===== src/hw/rtl/four_channel_dma_controller_macros.svh =====
// Assertion macros shared by the DMA controller RTL.
// Included by files that carry concurrent assertions; no other dependencies.
`ifndef FOUR_CHANNEL_DMA_CONTROLLER_MACROS_SVH
`define FOUR_CHANNEL_DMA_CONTROLLER_MACROS_SVH

// Same-cycle implication, disabled during reset.
`define FCDMA_ASSERT_IMP(lbl, clk, rst, ante, cons) \
   lbl: assert property (@(posedge clk) disable iff (rst) (ante) |-> (cons)) \
      else $error("fcdma assertion failed");

// Next-cycle implication, disabled during reset.
`define FCDMA_ASSERT_NEXT(lbl, clk, rst, ante, cons) \
   lbl: assert property (@(posedge clk) disable iff (rst) (ante) |=> (cons)) \
      else $error("fcdma assertion failed");

`endif


===== src/hw/rtl/fcdma_pkg.sv =====
// Types, codes and helper functions of the four-channel DMA controller.
// No dependencies; used by all modules.
package fcdma_pkg;

   localparam int CH_NUM            = 4;
   localparam int SHORT_COUNT_LIMIT = 16384;
   localparam int LONG_COUNT_LIMIT  = 65536;
   localparam int SOUND_UNITS       = 4;
   localparam int UNITS_W           = 17;
   localparam int REG_ADDR_W        = 28;
   localparam int ADDR_W            = 32;
   localparam int COUNT_W           = 16;
   localparam int CTL_W             = 11;
   localparam int QUEUE_DEPTH       = 2;
   localparam int QPTR_W            = 1;
   localparam int QCNT_W            = 2;

   // item kinds
   localparam logic [2:0] REQ_WRITE      = 3'd0;
   localparam logic [2:0] REQ_READ       = 3'd1;
   localparam logic [2:0] REQ_TRIGGER    = 3'd2;
   localparam logic [2:0] REQ_STEP       = 3'd3;
   localparam logic [2:0] REQ_STOP_VIDEO = 3'd4;

   // trigger kinds
   localparam logic [1:0] TRIG_VBLANK = 2'd0;
   localparam logic [1:0] TRIG_HBLANK = 2'd1;
   localparam logic [1:0] TRIG_SOUND  = 2'd2;
   localparam logic [1:0] TRIG_VIDEO  = 2'd3;

   // start events
   localparam logic [2:0] EV_IMMEDIATE = 3'd0;
   localparam logic [2:0] EV_VBLANK    = 3'd1;
   localparam logic [2:0] EV_HBLANK    = 3'd2;
   localparam logic [2:0] EV_SOUND     = 3'd3;
   localparam logic [2:0] EV_VIDEO     = 3'd4;
   localparam logic [2:0] EV_NEVER     = 3'd5;

   // timing field
   localparam logic [1:0] TIM_IMMEDIATE = 2'd0;
   localparam logic [1:0] TIM_VBLANK    = 2'd1;
   localparam logic [1:0] TIM_HBLANK    = 2'd2;
   localparam logic [1:0] TIM_SPECIAL   = 2'd3;

   // address modes
   localparam logic [1:0] AM_INC    = 2'd0;
   localparam logic [1:0] AM_DEC    = 2'd1;
   localparam logic [1:0] AM_FIXED  = 2'd2;
   localparam logic [1:0] AM_RELOAD = 2'd3;

   // register offsets
   localparam logic [3:0] OFS_DST_BASE = 4'd4;
   localparam logic [3:0] OFS_CNT_LO   = 4'd8;
   localparam logic [3:0] OFS_CNT_HI   = 4'd9;
   localparam logic [3:0] OFS_CTL_LO   = 4'd10;
   localparam logic [3:0] OFS_CTL_HI   = 4'd11;

   localparam logic [1:0] LONG_CH = 2'd3;

   typedef struct packed {
      logic [2:0] opcode;
      logic [1:0] channel;
      logic [3:0] reg_index;
      logic [7:0] write_data;
      logic [1:0] trigger_kind;
   } req_item_type;

   typedef struct packed {
      logic [7:0]        read_data;
      logic              xfer_valid;
      logic [1:0]        xfer_channel;
      logic [ADDR_W-1:0] src_addr;
      logic [ADDR_W-1:0] dst_addr;
      logic              xfer_word;
      logic              last_of_run;
      logic              irq_valid;
   } rsp_item_type;

   function automatic logic [2:0] start_event(logic [1:0] ch, logic [1:0] timing);
      logic [2:0] ev;
      unique case (timing)
         TIM_IMMEDIATE: ev = EV_IMMEDIATE;
         TIM_VBLANK:    ev = EV_VBLANK;
         TIM_HBLANK:    ev = EV_HBLANK;
         default: begin
            if (ch == 2'd0) ev = EV_NEVER;
            else if (ch == LONG_CH) ev = EV_VIDEO;
            else ev = EV_SOUND;
         end
      endcase
      return ev;
   endfunction

   function automatic logic [REG_ADDR_W-1:0] write_addr(logic [REG_ADDR_W-1:0] r,
         logic is_long, logic [1:0] bsel, logic [7:0] v);
      logic [REG_ADDR_W-1:0] n;
      unique case (bsel)
         2'd0:    n = {r[27:8], v};
         2'd1:    n = {r[27:16], v, r[7:0]};
         2'd2:    n = {r[27:24], v, r[15:0]};
         default: n = {v[3:0], r[23:0]};
      endcase
      if (!is_long) n[27] = 1'b0;
      return n;
   endfunction

   function automatic logic [ADDR_W-1:0] move_addr(logic [ADDR_W-1:0] a, logic [1:0] mode,
         logic word);
      logic [ADDR_W-1:0] s;
      logic [ADDR_W-1:0] n;
      s = word ? ADDR_W'(4) : ADDR_W'(2);
      case (mode)
         AM_DEC:   n = a - s;
         AM_FIXED: n = a;
         default:  n = a + s;
      endcase
      return n;
   endfunction

endpackage


===== src/hw/rtl/fcdma_if.sv =====
// Valid/ready channel interfaces for DMA request and response items.
// No dependencies.
interface fcdma_req_if;
   logic       valid;
   logic       ready;
   logic [2:0] opcode;
   logic [1:0] channel;
   logic [3:0] reg_index;
   logic [7:0] write_data;
   logic [1:0] trigger_kind;

   modport source (output valid, opcode, channel, reg_index, write_data, trigger_kind,
                   input ready);
   modport sink   (input valid, opcode, channel, reg_index, write_data, trigger_kind,
                   output ready);
endinterface

interface fcdma_rsp_if;
   logic        valid;
   logic        ready;
   logic [7:0]  read_data;
   logic        xfer_valid;
   logic [1:0]  xfer_channel;
   logic [31:0] src_addr;
   logic [31:0] dst_addr;
   logic        xfer_word;
   logic        last_of_run;
   logic        irq_valid;

   modport source (output valid, read_data, xfer_valid, xfer_channel, src_addr, dst_addr,
                   xfer_word, last_of_run, irq_valid, input ready);
   modport sink   (input valid, read_data, xfer_valid, xfer_channel, src_addr, dst_addr,
                   xfer_word, last_of_run, irq_valid, output ready);
endinterface


===== src/hw/rtl/four_channel_dma_controller.sv =====
// Four-channel DMA address engine. Every request item (register write, control read,
// trigger, transfer step, stop video capture) yields exactly one response item. Items
// enter a two-entry queue; while the response register is empty or being taken, the
// channel engine retires one per cycle into it, so the sustained rate is one item per
// clock unless stalled; an item passes from its queue entry into the response register.
// A step item emits one transfer unit from the lowest-numbered pending channel; its
// addresses are those before the step.
// Depends on fcdma_pkg, fcdma_if, fcdma_req_queue and fcdma_engine.
module four_channel_dma_controller (
   input  logic        clock,
   input  logic        reset,
   fcdma_req_if.sink   req_ch,
   fcdma_rsp_if.source rsp_ch
);
   import fcdma_pkg::*;

   req_item_type q_item;
   logic         q_valid;
   logic         q_pop;

   fcdma_req_queue u_queue (
      .clock   (clock),
      .reset   (reset),
      .req     (req_ch),
      .q_item  (q_item),
      .q_valid (q_valid),
      .q_pop   (q_pop)
   );

   fcdma_engine u_engine (
      .clock   (clock),
      .reset   (reset),
      .q_item  (q_item),
      .q_valid (q_valid),
      .q_pop   (q_pop),
      .rsp     (rsp_ch)
   );

endmodule


===== src/hw/rtl/fcdma_req_queue.sv =====
// Front end: two-entry request queue between the bus and the channel engine.
// Depends on fcdma_pkg and fcdma_req_if.
module fcdma_req_queue (
   input  logic                 clock,
   input  logic                 reset,
   fcdma_req_if.sink            req,
   output fcdma_pkg::req_item_type q_item,
   output logic                 q_valid,
   input  logic                 q_pop
);
   import fcdma_pkg::*;

   req_item_type       entry_ff [QUEUE_DEPTH];
   logic [QPTR_W-1:0]  wr_ptr_ff, wr_ptr_in;
   logic [QPTR_W-1:0]  rd_ptr_ff, rd_ptr_in;
   logic [QCNT_W-1:0]  count_ff, count_in;
   logic               push;
   logic               pop;
   req_item_type       push_item;

   assign req.ready = (count_ff != QCNT_W'(QUEUE_DEPTH));
   assign push      = req.valid && req.ready;
   assign q_valid   = (count_ff != '0);
   assign pop       = q_pop && q_valid;
   assign q_item    = entry_ff[rd_ptr_ff];

   assign push_item = '{opcode: req.opcode, channel: req.channel,
                        reg_index: req.reg_index, write_data: req.write_data,
                        trigger_kind: req.trigger_kind};

   always_comb begin
      wr_ptr_in = push ? wr_ptr_ff + 1'b1 : wr_ptr_ff;
      rd_ptr_in = pop ? rd_ptr_ff + 1'b1 : rd_ptr_ff;
      count_in  = count_ff + QCNT_W'(push) - QCNT_W'(pop);
   end

   always_ff @(posedge clock) begin
      if (push) entry_ff[wr_ptr_ff] <= push_item;
   end

   always_ff @(posedge clock) begin
      if (reset) begin
         wr_ptr_ff <= '0;
         rd_ptr_ff <= '0;
         count_ff  <= '0;
      end else begin
         wr_ptr_ff <= wr_ptr_in;
         rd_ptr_ff <= rd_ptr_in;
         count_ff  <= count_in;
      end
   end

endmodule


===== src/hw/rtl/fcdma_engine.sv =====
// Back end: per-channel register lanes, run control and the response register.
// Depends on fcdma_pkg, fcdma_rsp_if and the macros header.
`include "four_channel_dma_controller_macros.svh"

module fcdma_engine (
   input  logic                    clock,
   input  logic                    reset,
   input  fcdma_pkg::req_item_type q_item,
   input  logic                    q_valid,
   output logic                    q_pop,
   fcdma_rsp_if.source             rsp
);
   import fcdma_pkg::*;

   logic [REG_ADDR_W-1:0] src_reg_ff [CH_NUM];
   logic [REG_ADDR_W-1:0] src_reg_in [CH_NUM];
   logic [REG_ADDR_W-1:0] dst_reg_ff [CH_NUM];
   logic [REG_ADDR_W-1:0] dst_reg_in [CH_NUM];
   logic [COUNT_W-1:0]    cnt_ff     [CH_NUM];
   logic [COUNT_W-1:0]    cnt_in     [CH_NUM];
   logic [ADDR_W-1:0]     src_sh_ff  [CH_NUM];
   logic [ADDR_W-1:0]     src_sh_in  [CH_NUM];
   logic [ADDR_W-1:0]     dst_sh_ff  [CH_NUM];
   logic [ADDR_W-1:0]     dst_sh_in  [CH_NUM];
   logic [UNITS_W-1:0]    units_ff   [CH_NUM];
   logic [UNITS_W-1:0]    units_in   [CH_NUM];
   logic [CTL_W-1:0]      ctl_ff     [CH_NUM];
   logic [CTL_W-1:0]      ctl_in     [CH_NUM];
   logic [CH_NUM-1:0]     pend_ff, pend_in;
   logic [CH_NUM-1:0]     snd_ff, snd_in;
   logic [CH_NUM-1:0]     enable_vec;
   logic [CH_NUM-1:0]     step_oh;
   rsp_item_type          rsp_ff, rsp_in;
   logic                  rsp_valid_ff;
   logic                  advance;
   logic [2:0]            trig_ev;

   assign advance = q_valid && (!rsp_valid_ff || rsp.ready);
   assign q_pop   = advance;
   // lowest-numbered pending channel wins the step
   assign step_oh = pend_ff & (~pend_ff + CH_NUM'(1));

   always_comb begin
      case (q_item.trigger_kind)
         TRIG_VBLANK: trig_ev = EV_VBLANK;
         TRIG_HBLANK: trig_ev = EV_HBLANK;
         TRIG_SOUND:  trig_ev = EV_SOUND;
         default:     trig_ev = EV_VIDEO;
      endcase
   end

   always_comb begin
      for (int c = 0; c < CH_NUM; c++) enable_vec[c] = ctl_ff[c][10];
   end

   always_comb begin
      logic [CTL_W-1:0]  ctl;
      logic [7:0]        wd;
      logic [3:0]        idx;
      logic              is_ch;
      logic              is_long;
      logic              start_run;
      logic              start_snd;
      logic              word;
      logic [UNITS_W-1:0] units_dec;
      logic [UNITS_W-1:0] run_len;
      logic [COUNT_W-1:0] cnt_new;

      wd      = q_item.write_data;
      idx     = q_item.reg_index;
      rsp_in  = '0;
      pend_in = pend_ff;
      snd_in  = snd_ff;
      for (int c = 0; c < CH_NUM; c++) begin
         ctl       = ctl_ff[c];
         is_ch     = (q_item.channel == 2'(c));
         is_long   = (2'(c) == LONG_CH);
         start_run = 1'b0;
         start_snd = 1'b0;
         run_len   = '0;
         cnt_new   = '0;
         src_reg_in[c] = src_reg_ff[c];
         dst_reg_in[c] = dst_reg_ff[c];
         cnt_in[c]     = cnt_ff[c];
         src_sh_in[c]  = src_sh_ff[c];
         dst_sh_in[c]  = dst_sh_ff[c];
         units_in[c]   = units_ff[c];
         ctl_in[c]     = ctl;
         word          = snd_ff[c] | ctl[5];
         units_dec     = units_ff[c] - UNITS_W'(1);

         unique case (q_item.opcode)
            REQ_WRITE: begin
               if (is_ch) begin
                  if (idx < OFS_DST_BASE) begin
                     src_reg_in[c] = write_addr(src_reg_ff[c], is_long, idx[1:0], wd);
                  end else if (idx < OFS_CNT_LO) begin
                     dst_reg_in[c] = write_addr(dst_reg_ff[c], is_long, idx[1:0], wd);
                  end else if (idx == OFS_CNT_LO || idx == OFS_CNT_HI) begin
                     cnt_new = (idx == OFS_CNT_LO) ? {cnt_ff[c][15:8], wd}
                                                   : {wd, cnt_ff[c][7:0]};
                     cnt_in[c] = cnt_new & (is_long ? COUNT_W'(LONG_COUNT_LIMIT - 1)
                                                    : COUNT_W'(SHORT_COUNT_LIMIT - 1));
                  end else if (idx == OFS_CTL_LO) begin
                     ctl_in[c][1:0] = wd[6:5];
                     ctl_in[c][2]   = wd[7];
                  end else if (idx == OFS_CTL_HI) begin
                     ctl_in[c] = {wd[7], wd[6], wd[5:4], wd[3], wd[2], wd[1], wd[0], ctl[2:0]};
                     if (!wd[7]) begin
                        pend_in[c] = 1'b0;
                     end else if (!ctl[10]) begin
                        // rising enable latches the working addresses
                        src_sh_in[c] = ADDR_W'(src_reg_ff[c]);
                        dst_sh_in[c] = ADDR_W'(dst_reg_ff[c]);
                        start_run = (start_event(2'(c), wd[5:4]) == EV_IMMEDIATE);
                     end
                  end
               end
            end
            REQ_READ: begin
               if (is_ch && idx == OFS_CTL_LO)
                  rsp_in.read_data = {ctl[2], ctl[1:0], 5'd0};
               else if (is_ch && idx == OFS_CTL_HI)
                  rsp_in.read_data = {ctl[10], ctl[9], ctl[8:7], ctl[6], ctl[5], ctl[4], ctl[3]};
            end
            REQ_TRIGGER: begin
               if (ctl[10] && start_event(2'(c), ctl[8:7]) == trig_ev) begin
                  start_run = 1'b1;
                  start_snd = (trig_ev == EV_SOUND);
               end
            end
            REQ_STEP: begin
               if (step_oh[c]) begin
                  rsp_in.xfer_valid   = 1'b1;
                  rsp_in.xfer_channel = 2'(c);
                  rsp_in.src_addr     = src_sh_ff[c];
                  rsp_in.dst_addr     = dst_sh_ff[c];
                  rsp_in.xfer_word    = word;
                  if (ctl[3:2] != AM_RELOAD)
                     src_sh_in[c] = move_addr(src_sh_ff[c], ctl[3:2], word);
                  if (!snd_ff[c])
                     dst_sh_in[c] = move_addr(dst_sh_ff[c], ctl[1:0], word);
                  units_in[c] = units_dec;
                  if (units_dec == '0) begin
                     rsp_in.last_of_run = 1'b1;
                     rsp_in.irq_valid   = ctl[9];
                     pend_in[c] = 1'b0;
                     snd_in[c]  = 1'b0;
                     if (!(ctl[4] && ctl[8:7] != TIM_IMMEDIATE && !ctl[6]))
                        ctl_in[c][10] = 1'b0;
                  end
               end
            end
            REQ_STOP_VIDEO: begin
               if (is_long && ctl[8:7] == TIM_SPECIAL) begin
                  ctl_in[c][10] = 1'b0;
                  pend_in[c]    = 1'b0;
               end
            end
            default: ;
         endcase

         // a retrigger of a running channel is ignored
         if (start_run && !pend_ff[c]) begin
            if (cnt_ff[c] != '0) run_len = UNITS_W'(cnt_ff[c]);
            else run_len = is_long ? UNITS_W'(LONG_COUNT_LIMIT) : UNITS_W'(SHORT_COUNT_LIMIT);
            pend_in[c]  = 1'b1;
            snd_in[c]   = start_snd;
            units_in[c] = start_snd ? UNITS_W'(SOUND_UNITS) : run_len;
            if (ctl_in[c][1:0] == AM_RELOAD) dst_sh_in[c] = ADDR_W'(dst_reg_ff[c]);
         end
      end
   end

   always_ff @(posedge clock) begin
      if (reset) begin
         for (int c = 0; c < CH_NUM; c++) begin
            src_reg_ff[c] <= '0;
            dst_reg_ff[c] <= '0;
            cnt_ff[c]     <= '0;
            src_sh_ff[c]  <= '0;
            dst_sh_ff[c]  <= '0;
            units_ff[c]   <= '0;
            ctl_ff[c]     <= '0;
         end
         pend_ff <= '0;
         snd_ff  <= '0;
      end else if (advance) begin
         src_reg_ff <= src_reg_in;
         dst_reg_ff <= dst_reg_in;
         cnt_ff     <= cnt_in;
         src_sh_ff  <= src_sh_in;
         dst_sh_ff  <= dst_sh_in;
         units_ff   <= units_in;
         ctl_ff     <= ctl_in;
         pend_ff    <= pend_in;
         snd_ff     <= snd_in;
      end
   end

   always_ff @(posedge clock) begin
      if (advance) rsp_ff <= rsp_in;
   end

   always_ff @(posedge clock) begin
      if (reset) rsp_valid_ff <= 1'b0;
      else if (advance) rsp_valid_ff <= 1'b1;
      else if (rsp.ready) rsp_valid_ff <= 1'b0;
   end

   assign rsp.valid        = rsp_valid_ff;
   assign rsp.read_data    = rsp_ff.read_data;
   assign rsp.xfer_valid   = rsp_ff.xfer_valid;
   assign rsp.xfer_channel = rsp_ff.xfer_channel;
   assign rsp.src_addr     = rsp_ff.src_addr;
   assign rsp.dst_addr     = rsp_ff.dst_addr;
   assign rsp.xfer_word    = rsp_ff.xfer_word;
   assign rsp.last_of_run  = rsp_ff.last_of_run;
   assign rsp.irq_valid    = rsp_ff.irq_valid;

   `FCDMA_ASSERT_IMP(a_pend_needs_enable, clock, reset, 1'b1,
      (pend_ff & ~enable_vec) == '0)
   `FCDMA_ASSERT_IMP(a_irq_only_last, clock, reset, rsp_valid_ff && rsp_ff.irq_valid,
      rsp_ff.last_of_run && rsp_ff.xfer_valid)
   `FCDMA_ASSERT_IMP(a_idle_fields_zero, clock, reset, rsp_valid_ff && !rsp_ff.xfer_valid,
      rsp_ff.src_addr == '0 && rsp_ff.dst_addr == '0 && !rsp_ff.last_of_run)
   `FCDMA_ASSERT_NEXT(a_step_none_pending, clock, reset,
      advance && q_item.opcode == REQ_STEP && pend_ff == '0,
      rsp_valid_ff && !rsp_ff.xfer_valid)

endmodule

===== src/flat_wrapper.sv =====
// flat-port wrapper written by rule: the top's interface ports become plain ports
module four_channel_dma_controller_flat import fcdma_pkg::*;
  (clock, reset, req_ch_valid, req_ch_opcode, req_ch_channel, req_ch_reg_index, req_ch_write_data, req_ch_trigger_kind, req_ch_ready, rsp_ch_valid, rsp_ch_read_data, rsp_ch_xfer_valid, rsp_ch_xfer_channel, rsp_ch_src_addr, rsp_ch_dst_addr, rsp_ch_xfer_word, rsp_ch_last_of_run, rsp_ch_irq_valid, rsp_ch_ready);
  fcdma_req_if req_ch_i ();
  fcdma_rsp_if rsp_ch_i ();
  input  logic clock;
  input  logic reset;
  input wire logic [$bits(req_ch_i.valid)-1:0] req_ch_valid;
  input wire logic [$bits(req_ch_i.opcode)-1:0] req_ch_opcode;
  input wire logic [$bits(req_ch_i.channel)-1:0] req_ch_channel;
  input wire logic [$bits(req_ch_i.reg_index)-1:0] req_ch_reg_index;
  input wire logic [$bits(req_ch_i.write_data)-1:0] req_ch_write_data;
  input wire logic [$bits(req_ch_i.trigger_kind)-1:0] req_ch_trigger_kind;
  output wire logic [$bits(req_ch_i.ready)-1:0] req_ch_ready;
  output wire logic [$bits(rsp_ch_i.valid)-1:0] rsp_ch_valid;
  output wire logic [$bits(rsp_ch_i.read_data)-1:0] rsp_ch_read_data;
  output wire logic [$bits(rsp_ch_i.xfer_valid)-1:0] rsp_ch_xfer_valid;
  output wire logic [$bits(rsp_ch_i.xfer_channel)-1:0] rsp_ch_xfer_channel;
  output wire logic [$bits(rsp_ch_i.src_addr)-1:0] rsp_ch_src_addr;
  output wire logic [$bits(rsp_ch_i.dst_addr)-1:0] rsp_ch_dst_addr;
  output wire logic [$bits(rsp_ch_i.xfer_word)-1:0] rsp_ch_xfer_word;
  output wire logic [$bits(rsp_ch_i.last_of_run)-1:0] rsp_ch_last_of_run;
  output wire logic [$bits(rsp_ch_i.irq_valid)-1:0] rsp_ch_irq_valid;
  input wire logic [$bits(rsp_ch_i.ready)-1:0] rsp_ch_ready;
  assign req_ch_i.valid = req_ch_valid;
  assign req_ch_i.opcode = req_ch_opcode;
  assign req_ch_i.channel = req_ch_channel;
  assign req_ch_i.reg_index = req_ch_reg_index;
  assign req_ch_i.write_data = req_ch_write_data;
  assign req_ch_i.trigger_kind = req_ch_trigger_kind;
  assign req_ch_ready = req_ch_i.ready;
  assign rsp_ch_valid = rsp_ch_i.valid;
  assign rsp_ch_read_data = rsp_ch_i.read_data;
  assign rsp_ch_xfer_valid = rsp_ch_i.xfer_valid;
  assign rsp_ch_xfer_channel = rsp_ch_i.xfer_channel;
  assign rsp_ch_src_addr = rsp_ch_i.src_addr;
  assign rsp_ch_dst_addr = rsp_ch_i.dst_addr;
  assign rsp_ch_xfer_word = rsp_ch_i.xfer_word;
  assign rsp_ch_last_of_run = rsp_ch_i.last_of_run;
  assign rsp_ch_irq_valid = rsp_ch_i.irq_valid;
  assign rsp_ch_i.ready = rsp_ch_ready;
  four_channel_dma_controller u_core (.clock(clock), .reset(reset), .req_ch(req_ch_i), .rsp_ch(rsp_ch_i));
endmodule

===== config.mk =====
export PLATFORM = sky130hd
export DESIGN_NAME = four_channel_dma_controller_flat
export DESIGN_NICKNAME = d
export VERILOG_FILES = /design/src/hw/rtl/fcdma_pkg.sv /design/src/hw/rtl/fcdma_if.sv /design/src/hw/rtl/four_channel_dma_controller.sv /design/src/hw/rtl/fcdma_req_queue.sv /design/src/hw/rtl/fcdma_engine.sv /design/src/flat_wrapper.sv
export VERILOG_INCLUDE_DIRS = /design/src /design/src/hw/rtl
export SDC_FILE = /design/constraint.sdc
export NUM_CORES = 2
export LEC_CHECK = 0
export ABC_AREA = 1
export BUFFER_PORTS_ARGS = -buffer_cell sky130_fd_sc_hd__buf_2
export CORE_ASPECT_RATIO = 1.1
export CORE_UTILIZATION = 42
export CTS_CLUSTER_DIAMETER = 200
export DETAILED_ROUTE_END_ITERATION = 8
export GPL_TIMING_DRIVEN = 0
export SLEW_MARGIN = 20
export SYNTH_ARGS = -nofsm -noshare
export SYNTH_HDL_FRONTEND = slang
export SYNTH_SLANG_ARGS = --single-unit
export TNS_END_PERCENT = 20

===== constraint.sdc =====
create_clock -name clock -period 13.57 [get_ports clock]
set_input_delay 4.071 -clock clock [delete_from_list [all_inputs] [get_ports clock]]
set_output_delay 4.071 -clock clock [all_outputs]
set_load 0.05 [all_outputs]

Word level (Yosys, flattened, before mapping)
Memories as Yosys holds them, arrays and structs flattened. A register that Yosys moved wholly into a read port is not among the register bits.
Index checks and enable logic that the tools add are counted.
- memories: 1
- input bits: 23
- bits in writable memories: 38
- bits in registers: 735
- output and inout bits: 80
- memories (memory ; words ; width ; read ports ; clocked after memory_dff ; write ports ; line ; text):
    u_core.u_queue.entry_ff ; 2 ; 19 ; 1 ; 1 ; 1 ; fcdma_req_queue.sv:13 ; req_item_type entry_ff [QUEUE_DEPTH];
- equality and inequality tests: 128
- bitwise gates (word level): 14
- reductions and logical operators: 151
- add/subtract/negate cells: 25
- $lt $le $gt $ge: 2
- multiplexer cells: 339
- operators with widths (cell ; number):
    $mux 32 ; 88
    $pmux 32 s2 ; 16
    $mux 70 ; 8
    $mux 17 ; 17
    $mux 11 ; 20
    $reduce_and 7->1 ; 28
    $reduce_and 8->1 ; 20
    $mux 3 ; 48
    $add 32x3->32 ; 4
    $add 32x32->32 ; 4
    $mux 8 ; 16
    $sub 32x3->32 ; 4
    $sub 32x32->32 ; 4
    $ne 3x3->1 const B ; 37
    $mux 1 ; 93
    $pmux 28 s3 ; 1
    $pmux 27 s3 ; 1
    $ne 2x2->1 const B ; 40
    $logic_not 17->1 ; 4
    $sub 17x1->17 const B ; 4
    $reduce_and 11->1 ; 6
    $reduce_bool 16->1 ; 4
    $reduce_and 13->1 ; 4
    $mux 15 ; 3
    33 further kinds ; 185

Depth between registers and ports, before layout
- word-level depth: 24
- mapped depth: 23

Cells and area by module
A second synthesis with hierarchy kept.
- cell total of the unflattened synthesis: 7194
- area, all modules: 49419.9 sq um
- by module, submodules not included (module ; instances ; cells each ; area an instance (sq um)):
    fcdma_engine ; 1 ; 7099 ; 47745.8
    fcdma_req_queue ; 1 ; 95 ; 1674.1

Worst setup path before layout
Ideal clock, no wire load.
- path kind: in2reg
- start: input port rsp_ch_ready
- end: register u_core.u_queue.count_ff[1]
- setup slack: 4.818 ns
- stages: 12
- data arrival time: 8.682 ns
- buffers on the path: 4
- required time: 13.500 ns
- cells stage by stage: nor2_1 a21oi_1 buf_2 clkbuf_1 clkbuf_1 buf_1 ha_1 inv_1 ha_1 xor2_1 o21ai_0 a21oi_1
- longest elaborated chain between the ends: 4
- RTL lines (element ; line ; text):
    from (decl) ; flat_wrapper.sv:24 ; input wire logic [$bits(rsp_ch_i.ready)-1:0] rsp_ch_ready;
    $logic_or 1x1->1 ; fcdma_engine.sv:38 ; assign advance = q_valid && (!rsp_valid_ff || rsp.ready);
    $logic_and 1x1->1 ; fcdma_engine.sv:38 ;
    named net u_core.q_pop ; four_channel_dma_controller.sv:19 ; logic q_pop;
    $logic_and 1x1->1 ; fcdma_req_queue.sv:24 ; assign pop = q_pop && q_valid;
    $sub 2x1->2 ; fcdma_req_queue.sv:34 ; count_in = count_ff + QCNT_W'(push) - QCNT_W'(pop);
    to (signal assigned) ; fcdma_req_queue.sv:49 ; count_ff <= count_in;
    to (decl) ; fcdma_req_queue.sv:16 ; logic [QCNT_W-1:0] count_ff, count_in;
The timed path passes the listed nets, and every way through them passes these cells.
A chain may end at the register's enable or synchronous reset.

Worst setup path after layout
Same ends and word-level chain as after synthesis.

==> impl_metrics.json <==
{
  "outcome": "complete, no violations",
  "dr.pass1.iters": 6,
  "nFillCells": 12300,
  "grt_pass1_wl_um": 340000,
  "start_util_pct": 42.5,
  "h-tree-depth": 3,
  "fin_area_um2": 56400,
  "critPathLaunchType": "primary input",
  "peakVddDrop_v": 0.000125,
  "core_um2": 118000,
  "area_growth_syn_to_layout_pct": 11.9,
  "synth_area_leaders": "dfxtp_1 26%, nand2_1 13%, a21oi_1 8.6%",
  "slew_viol_final": 0,
  "die_h_um": 365,
  "overflow": 0,
  "synth-edff-count": 116,
  "die_area_um2": 121000,
  "cts_setup_buffers": 0,
  "grt_max_degree": 32,
  "wire_per_inst_um": 25.7,
  "finalCritPeriodShare_pct": 61.8,
  "cts-resized-gates": 0,
  "max_slew_margin_pct": 15.8,
  "hold_depth": 2,
  "fin_setup_tns_ns": 0,
  "avgViaCountPerCell": 5.94,
  "drv_cap": 0,
  "ys_seq_area_share_pct": 33.1,
  "drtIter0Drc": 6051,
  "dp_hpwl_um": 186000,
  "grt_usage_pct": 38.0,
  "synth_area_leader_cell": "dfxtp_1",
  "dpl-instance-area_um2": 53200,
  "drc_errors": 0,
  "ys_types": 68,
  "use_met3_pct": 7.96,
  "rsz0062_at_grt": "no",
  "gp_congestion": 1.04,
  "critical_path_class": "in2reg",
  "mostFrequentLayoutCells": "1,697 x nand2_1, 867 x a21oi_1, 745 x o21ai_0, 718 x inv_1, 675 x nor2_1",
  "grt_antenna_before_repair": 10,
  "avgSynthCellArea_um2": 6.75,
  "critical_path_required_ns": 14.22,
  "synth_area_um2": 50400,
  "layout_min_cycle_time_ns": 8.39,
  "setup_slack_ns": 5.18,
  "reg2reg_slack_ns": 7.74,
  "skew_ns": 0.0318,
  "wirelength_um": 238000,
  "numCtsBuffers": 90,
  "fmax_mhz": 119,
  "holdPathEnd": "u_core.u_engine.src_reg_ff[84]",
  "worst_pin_slew_ns": 1.26,
  "dp_slack_ns": 4.59,
  "vias": 55200,
  "busiest_layer": "met2",
  "io_buffers": 101,
  "worstPathArrival_ns": 9.04,
  "cp_max_fo": 18,
  "met2_usage_pct": 58.3,
  "cts_tree": "done",
  "cts-root-buf": "clkbuf_16",
  "cts.path.max_buffers": 3,
  "synthesis.nets": 7750,
  "async_reset_ff_share_pct": 0,
  "hold_path.class": "reg2reg",
  "end_kind": "register",
  "path_clk_slew_ns": 0.06,
  "cts_hold_buffers": 0,
  "layout_commonest_cell": "nand2_1",
  "min_from": "u_core.u_engine.src_reg_ff[84]",
  "synth_top_area_share_pct": 26.1,
  "io_pins": 103,
  "first_global_vias": 50600,
  "synth_seq_cells": 774,
  "finalHoldViolations": 0,
  "setup_viol": 0,
  "yosys_most_used_dff": "dfxtp_1",
  "die_w_um": 332,
  "p_leak_uw": 0.0238,
  "clock_latency_ns": 0.74,
  "power_uw": 8380,
  "cellPowerDensity_nw_per_um2": 149,
  "clkSinkCount": 774,
  "reg2reg_depth": 16,
  "use_met1_pct": 47.7,
  "ys_warn_count": 0,
  "reg2reg_to": "u_core.u_engine.units_ff[61]",
  "syn_inst": 7460,
  "nNetsFinal": 7960,
  "ant_nets": 0,
  "drive_above_1_share_pct": 6.78,
  "rows": 132
}
==> worst max-delay path: stages <==
cell and delay, ns:
buf_2 0.09, nor2_1 0.05, a21oi_1 0.64, buf_2 0.60, clkbuf_1 0.84, clkbuf_1 0.78
buf_2 0.76, buf_16 0.25, ha_1 0.25, inv_1 0.06, ha_1 0.14, xor2_1 0.18
o21ai_0 0.10, a21oi_1 0.16
==> report_power, final <==
part	total [uW]	internal (uW)	switching [uW]
registers	2600	2510	89.8
clock network	2600	1510	1090
logic	3180	629	2550
==> logic make-up (layout without fill, tap and decap cells) <==
group	Yosys count	count (layout)	share of synthesized area, %
and+or+nand+nor	3056	3056	25.7
AOI/OAI and AO/OA	2169	2169	23.8
buffers and inverters	1032	1317	8.06
DFF	774	774	33.1
adders and majority gates	267	267	6.63
xor gates and xnor gates	162	162	2.82
other	0	3	0
==> flip-flops by register name, summed over array words and instances (netlist names), 2 cells and up, named ones only <==
signal,flops
u_core.u_engine.pend_ff,4
u_core.u_engine.ctl_ff,44
u_core.u_engine.src_reg_ff,109
u_core.u_engine.units_ff,68
u_core.u_engine.snd_ff,4
u_core.u_queue.entry_ff,38
u_core.u_engine.src_sh_ff,128
u_core.u_engine.rsp.src_addr,32
u_core.u_engine.rsp.read_data,8
u_core.u_engine.cnt_ff,58
u_core.u_engine.rsp.xfer_channel,2
u_core.u_engine.rsp.dst_addr,32
u_core.u_engine.dst_reg_ff,109
u_core.u_queue.count_ff,2
u_core.u_engine.dst_sh_ff,128
==> layout make-up <==
class	instances	area [um^2]	share of cell area, %
multi-input combinational	5654	29800	52.8
sequential	774	16700	29.6
inverter	752	2830	5.02
clock buffer	134	2700	4.78
tap	1541	1930	3.42
buffer	280	1260	2.23
timing repair buffer	118	831	1.47
clock inverter	33	404	0.717
antenna	3	7.51	0.0133
==> routing by layer <==
layer  vias to the layer above  part of all wire (%)
met1                     26000                    41
met5                         -                 0.049
li1                      25800                     -
met4                        14                   7.9
met3                       722                   9.1
met2                      2735                    42
==> worst max-delay path by stage <==
stage	from	end	slack (ns)	cells past startpoint
2_1_floorplan	rsp_ch_ready	u_core.u_queue.count_ff[1]	4.82	12
3_3_place_gp	rsp_ch_ready	u_core.u_queue.count_ff[1]	0.41	13
3_5_place_dp	rsp_ch_ready	u_core.u_queue.count_ff[1]	4.59	14
4_1_cts	rsp_ch_ready	u_core.u_queue.count_ff[1]	5.32	14
5_1_grt	rsp_ch_ready	u_core.u_queue.count_ff[1]	5.13	14
6_report	rsp_ch_ready	u_core.u_queue.count_ff[1]	5.18	14
==> cell usage after synthesis, drive strengths merged, types with 22 or more instances <==
cell type  count
nand2       1728
a21oi        870
o21ai        780
inv          745
nor2         721
dfxtp        658
nand3        328
ha           267
a31oi        207
clkbuf       176
edfxtp       116
nor3         108
buf          104
xor2         100
nand4         74
a22oi         66
xnor2         62
a21o          47
o211ai        40
nor4          34
or2           30
a211oi        29
o22ai         28
nand3b        27
a21boi        23
o21a          22
==> through the flow <==
| step | hold WS, ns | util (%) | std cells |
|---|---|---|---|
| 6_report | 0.461 | 47.6 | 9289 |
| 4_1_cts | 0.462 | 47.6 | 9286 |
| 2_1_floorplan | 0.421 | - | 7460 |
| 5_1_grt | 0.479 | 47.6 | 9286 |
| 3_5_place_dp | 0.444 | 45.0 | 9119 |
| 3_3_place_gp | 0.439 | 44.6 | 9102 |
Power figures use the tool's default switching activity.
